===== config.mk =====
export PLATFORM = sky130hd
export DESIGN_NAME = arcr_div
export DESIGN_NICKNAME = d
export VERILOG_FILES = /design/src/rtl/arcr_div.sv
export SDC_FILE = /design/constraint.sdc
export NUM_CORES = 1
export LEC_CHECK = 0
export BUFFER_PORTS_ARGS = -buffer_cell sky130_fd_sc_hd__buf_4
export CORE_ASPECT_RATIO = 0.75
export CORE_MARGIN = 5
export CORE_UTILIZATION = 56
export CTS_CLUSTER_SIZE = 10
export DETAILED_ROUTE_END_ITERATION = 12
export PLACE_DENSITY = 0.76
export SLEW_MARGIN = 20
export SYNTH_ARGS = -nofsm -noshare
export SYNTH_HDL_FRONTEND = slang
export SYNTH_SLANG_ARGS = --single-unit

===== constraint.sdc =====
create_clock -name i_clk -period 2.5 [get_ports i_clk]
set_clock_uncertainty 0.15 [all_clocks]
set_input_delay 0.375 -clock i_clk [delete_from_list [all_inputs] [get_ports i_clk]]
set_output_delay 0.375 -clock i_clk [all_outputs]
set_load 0.05 [all_outputs]

===== src/rtl/arcr_div.sv =====
`timescale 1ns / 1ps
// ----------------------------------------------------------------------------
// arcr_div
// Restoring unsigned divider, one quotient bit per cycle; divisor 0 acts as 1.
// ----------------------------------------------------------------------------
module arcr_div #(
    parameter int W = 8
) (
    input  logic         i_clk,
    input  logic         i_rst_n,
    input  logic         i_start,
    input  logic [W-1:0] i_num,
    input  logic [W-1:0] i_den,
    output logic         o_done,
    output logic [W-1:0] o_quo
);
    localparam int CW = $clog2(W + 1);

    logic          r_busy;
    logic          r_done;
    logic [CW-1:0] r_cnt;
    logic [W-1:0]  r_rem;
    logic [W-1:0]  r_quo;
    logic [W-1:0]  r_den;
    logic [W:0]    w_trial;
    logic          w_ge;

    assign w_trial = {r_rem, r_quo[W-1]};
    assign w_ge    = w_trial >= {1'b0, r_den};

    always_ff @(posedge i_clk) begin
        if (!i_rst_n) begin
            r_busy <= 1'b0;
            r_done <= 1'b0;
            r_cnt  <= '0;
        end else begin
            r_done <= 1'b0;
            if (i_start) begin
                r_busy <= 1'b1;
                r_cnt  <= CW'(W);
            end else if (r_busy) begin
                r_cnt <= r_cnt - CW'(1);
                if (r_cnt == CW'(1)) begin
                    r_busy <= 1'b0;
                    r_done <= 1'b1;
                end
            end
        end
    end

    always_ff @(posedge i_clk) begin
        if (i_start) begin
            r_rem <= '0;
            r_quo <= i_num;
            r_den <= (i_den == '0) ? W'(1) : i_den;
        end else if (r_busy) begin
            r_rem <= w_ge ? W'(w_trial - {1'b0, r_den}) : W'(w_trial);
            r_quo <= {r_quo[W-2:0], w_ge};
        end
    end

    assign o_done = r_done;
    assign o_quo  = r_quo;

endmodule


Yosys cells after proc, flatten, opt, wreduce, memory -nomap -nowiden

Index checks and enable logic that the tools add are counted.

Bits in registers: 30
Input port bits: 19
Output and inout bits: 9

$add $sub $neg: 2
$lt $le $gt $ge: 1
Eq/ne operators: 1
Multiplexer cells: 9
Bitwise operators: 2
Reduce and logical (&&, ||, !) cells: 4

Operator list:

| operator              | count |
|---|---|
| $mux W8               | 3 |
| $ge A9 B8 Y1          | 1 |
| $logic_not A8 Y1      | 1 |
| $mux W4               | 2 |
| $sub A8 B8 Y8         | 1 |
| $eq A4 B1 Y1 const B  | 1 |
| $mux W1               | 4 |
| $sub A4 B1 Y4 const B | 1 |
| $reduce_or A3 Y1      | 1 |
| $not A1 Y1            | 2 |
| $reduce_bool A2 Y1    | 1 |
| $reduce_or A2 Y1      | 1 |

Logic depth before layout (Yosys ltp)

Depth after elaboration: 4
Depth in mapped cells: 9
Mapped depth without buffers: 8

Worst setup path before layout

No wires, ideal clock.

Kind: register to register
From: register r_quo[7], in the netlist o_quo[7]
To: register r_rem[6]
Setup time: 0.091 ns
Arrival: 2.143 ns
Required time: 2.259 ns
Setup slack: 0.116 ns
Stages on the path, launching flop included: 9
Period minus slack after synthesis: 2.384 ns
Cell sequence: edfxtp_1 -> inv_1 -> ha_1 -> fa_1 -> nand2b_1 -> a21oi_1 -> nand3b_1 -> a31o_1 -> a311oi_1

Cells in the longest elaborated chain, start to end: 2
Elaborated cells between the ends (all ways): 3

Ends and longest elaborated chain:

| item                                                 | line   | source |
|---|---|---|
| start: declaration                                   | 23     | `logic [W-1:0] r_quo;` |
| start signal: assignment                             | 54     | `r_quo <= i_num;` |
| start signal: assignment                             | 58     | `r_quo <= {r_quo[W-2:0], w_ge};` |
| $sub A8 B8 Y8 / $ge A9 B8 Y1 (equally long branches) | 57, 29 |  |
| $mux W8 *                                            | 57     | `r_rem <= w_ge ? W'(w_trial - {1'b0, r_den}) : W'(w_trial);` |
| end signal: assignment                               | 57     |  |
| end: declaration                                     | 22     | `logic [W-1:0] r_rem;` |

Mark *: on every way between the ends. The rest lies on a longest branch, timed or not.
A chain may end at the register's enable or synchronous reset.

Worst setup path in the final report

Ends and elaborated chain as after synthesis.

==> results by group <==
Run status
  – Status: finished, final reports clean

Global routing
  – Grt ovf: 0
  – Initial antenna violation count: 0
  – Met1 usage: 25.1%
  – Pin count of the biggest net entering global routing: 31
  – Grt met2 use: 26.3%
  – Grt peak-use layer: met2
  – Vias in the first global route: 1225
  – Global-route wire length before repair: 5820 um
  – GRT met3 Usage: 5.29%
  – GRT Util Overall: between 10% and 20%

Clock tree
  – Clock sinks: 30
  – CTS tree: built
  – Cts-stage hold buffer count: 0
  – Root Buffer: clkbuf_8
  – Clock Path Buffers: 2
  – Worst-path clk slew: 60 ps
  – Setup Buffers After CTS: 0
  – H-tree depth: 2
  – # resized after CTS: 0
  – Total CTS buffers: 5
  – Clk_lat worst skew: 290 ps

Cells and area
  – Layout cell share with drive strength beyond 1: 25.0%
  – Antenna cell count: 0
  – Most common cell after layout, fill and taps aside: buf_4
  – Most frequent cells in the layout: 28 x buf_4, 21 x nor2_1, 16 x inv_1, 16 x edfxtp_1, 14 x dfxtp_1
  – Fillcell total: 244
  – Storage cell area: about 760 um2
  – Final Instance Count excl. Fillers: between 200 and 250
  – Area delta synth->final: 14.6%
  – Nets@finish: approximately 230
  – Multi-input logic area: 863 um2

Worst hold path
  – Hold Path Sink: r_den[3]
  – Worst min-delay path category: in -> reg
  – Hold path depth: 1
  – Hold path startpoint: i_den[3]

Synthesis
  – Share of flip-flops with an asynchronous set or reset: 0%
  – Yosys top cell area share: 27.2%
  – Post-synthesis cell count: 179
  – Top FF cell, synth: edfxtp_1
  – Synth unique cells: 45
  – YS warnings: 0
  – Largest family of logic cells by synthesized area: simple AND/OR/NAND/NOR gates
  – Post-synthesis mux area share: 6.74%
  – Adder-Cell Fraction of Synth Area: 8.23%
  – Post-synthesis sequential area ratio: around 43%
  – Number of flops mapped to enable cells by yosys: 16
  – Mapped Avg Cell Area: 9.86 um2
  – Post-Synthesis Cell Area: between 0.0015 and 0.002 mm2
  – Post-Synth XOR/XNOR Area: between 2 and 2.5%
  – Synth Area in Compound Gates: ~14%
  – Synth area leader: edfxtp_1
  – Post-synthesis net count: 209
  – Post-synthesis register bit count: 30
  – Synth area leaders: edfxtp_1 27%, dfxtp_1 16%, ha_1 7.1%
  – Simple-gate share of the synthesized area: 17.4%

Setup path
  – Arrival @ worst endpoint: 2360 ps
  – CP max FO: 3
  – Worst Path Required: 2550 ps
  – Reg2Reg Depth: 8
  – Critical Path End Type: register
  – R2r endpoint: r_rem[6]
  – Worst setup path start: o_quo[7]
  – Setup crit start kind: register
  – Worst r2r src: o_quo[7]
  – Reg2Reg Setup Slack: 190 ps
  – Crit Path Class: reg -> reg

Floorplan
  – Die Footprint: 0.00438 mm2
  – Initial core utilization: 59.2%
  – Num rows: 17
  – Die outline width: 74.8 um
  – Core Region: roughly 0.0030 mm2
  – I/O Pins: 28
  – Chip height: 58.6 um

Power and ir drop
  – Switching share of power: 33.2%
  – Pwr Density: 690 mW/mm2
  – Clock group share of total power: 26.9%
  – Combinational power share: 30.0%
  – Peak supply drop: 0.000567 V
  – Sequential Power Share: 43.2%
  – Int Pwr: roughly 930 uW
  – Leakage: about 0.83 nW
  – P_sw: 463 uW

Placement
  – IO Port Bufs: 27
  – RePlAce Congestion: 0.842
  – Post-DP HPWL: approximately 2700 um
  – Placed insts: 230

Timing
  – RSZ-0062 raised after global routing: false
  – Final Setup Violations: 0
  – Worst Max-Slew Pin Slew: roughly 520 ps
  – Slew Viols, Final: 0
  – Max_slew headroom: between 60% and 70%
  – Minimum clock period: around 2300 ps
  – Fin. Hold Viols: 0
  – Final worst-path cycle share: 92.3%
  – Fmax: 0.433 GHz
  – Fin Setup TNS: 0 ps

Drt
  – WL final: 3690 um
  – WL/cell: 15.5 um
  – Remaining DRCs: 0
  – Vias per inst: 5.55
  – Post-route ant nets: 0
  – Vias after detailed routing: 1321
  – DRT iter0 DRCs: 125
  – DRT Pass-1 Iters: 4

Flow run
  – # Max-Cap Violations: 0
==> registers in the layout, summed over array words and instances (netlist names) <==
name,count
o_quo,8
r_busy,1
o_done,1
r_rem,8
r_cnt,4
r_den,8
==> critical path: stages (launching register included) <==
cell and delay [ps]:
edfxtp_1 410, inv_1 80, ha_1 200, fa_1 230, nand2b_1 150, a21oi_1 90
or4b_1 480, a31o_1 190, a311oi_1 240
==> metrics by stage <==
step | hold slack [ps] | setup slack, ps | instance area, um2 | total power, mW | util (%)
global route | 109 | 74.1 | 2020 | 1.47 | 67.9
global placement | 333 | 365 | 1940 | 1.01 | 65.2
detailed placement | 346 | 237 | 1940 | 1.02 | 65.2
finish | 121 | 192 | 2020 | 1.40 | 67.9
floorplan | 317 | 116 | 1760 | 0.932 | -
CTS | 114 | 221 | 2020 | 1.40 | 67.9
==> synth_stat cells, types with 2 or more instances <==
master / number
xor2_1: 3
mux2_2: 7
o21ai_0: 2
edfxtp_1: 16
nor2_1: 21
xnor2_1: 2
nor3_1: 3
a211oi_1: 4
dfxtp_1: 14
a21oi_1: 6
a21oi_2: 2
clkbuf_1: 11
nor3b_1: 2
inv_1: 16
ha_1: 10
buf_6: 3
or3_1: 2
nor2b_1: 5
nor4_1: 5
mux2i_1: 4
a21o_1: 2
nand2b_1: 3
a311oi_1: 3
nand2_1: 12
==> final cells by class <==
cell class                      instances  share of cell area, %
Clock buffer                            7                   3.77
Clock inverter                          1                  0.186
Inverter                               16                   2.97
Multi-Input combinational cell        118                   42.7
Sequential cell                        30                   37.6
Tap cell                               38                   2.35
Timing Repair Buffer                   28                   10.4
==> power by group through the flow <==
stage               logic, mW  registers (mW)  clock network [mW]
global route            0.454           0.608               0.405
detailed placement      0.411           0.613                   0
finish                  0.418           0.602               0.375
floorplan               0.277           0.656                   0
global placement        0.397           0.610                   0
CTS                     0.414           0.602               0.381
==> cell families after synthesis <==
logic type | after synthesis
AND/OR/NAND/NOR | 60
AO/OA/AOI/OAI | 31
buffers and inverters | 31
flip-flops | 30
multiplexers | 11
adder cells (fa/ha/maj) | 11
XOR/XNOR | 5
==> layer usage <==
| metal | part of all wire [%] | wire (um) | vias up |
|---|---|---|---|
| met5 | 0 | 0 | - |
| met4 | 2.0 | 72 | 0 |
| met3 | 5.1 | 189 | 9 |
| met2 | 46 | 1690 | 38 |
| met1 | 47 | 1740 | 606 |
| li1 | - | - | 668 |
==> how the worst max path moves through the flow <==
stage,depth (start not counted),slack [ps],endpoint
floorplan,8,120,r_rem[6]
global placement,8,360,r_rem[6]
detailed placement,8,240,r_rem[6]
CTS,8,220,r_rem[6]
global route,7,70,r_rem[4]
finish,8,190,r_rem[6]
(Power assumes the default switching activity.)
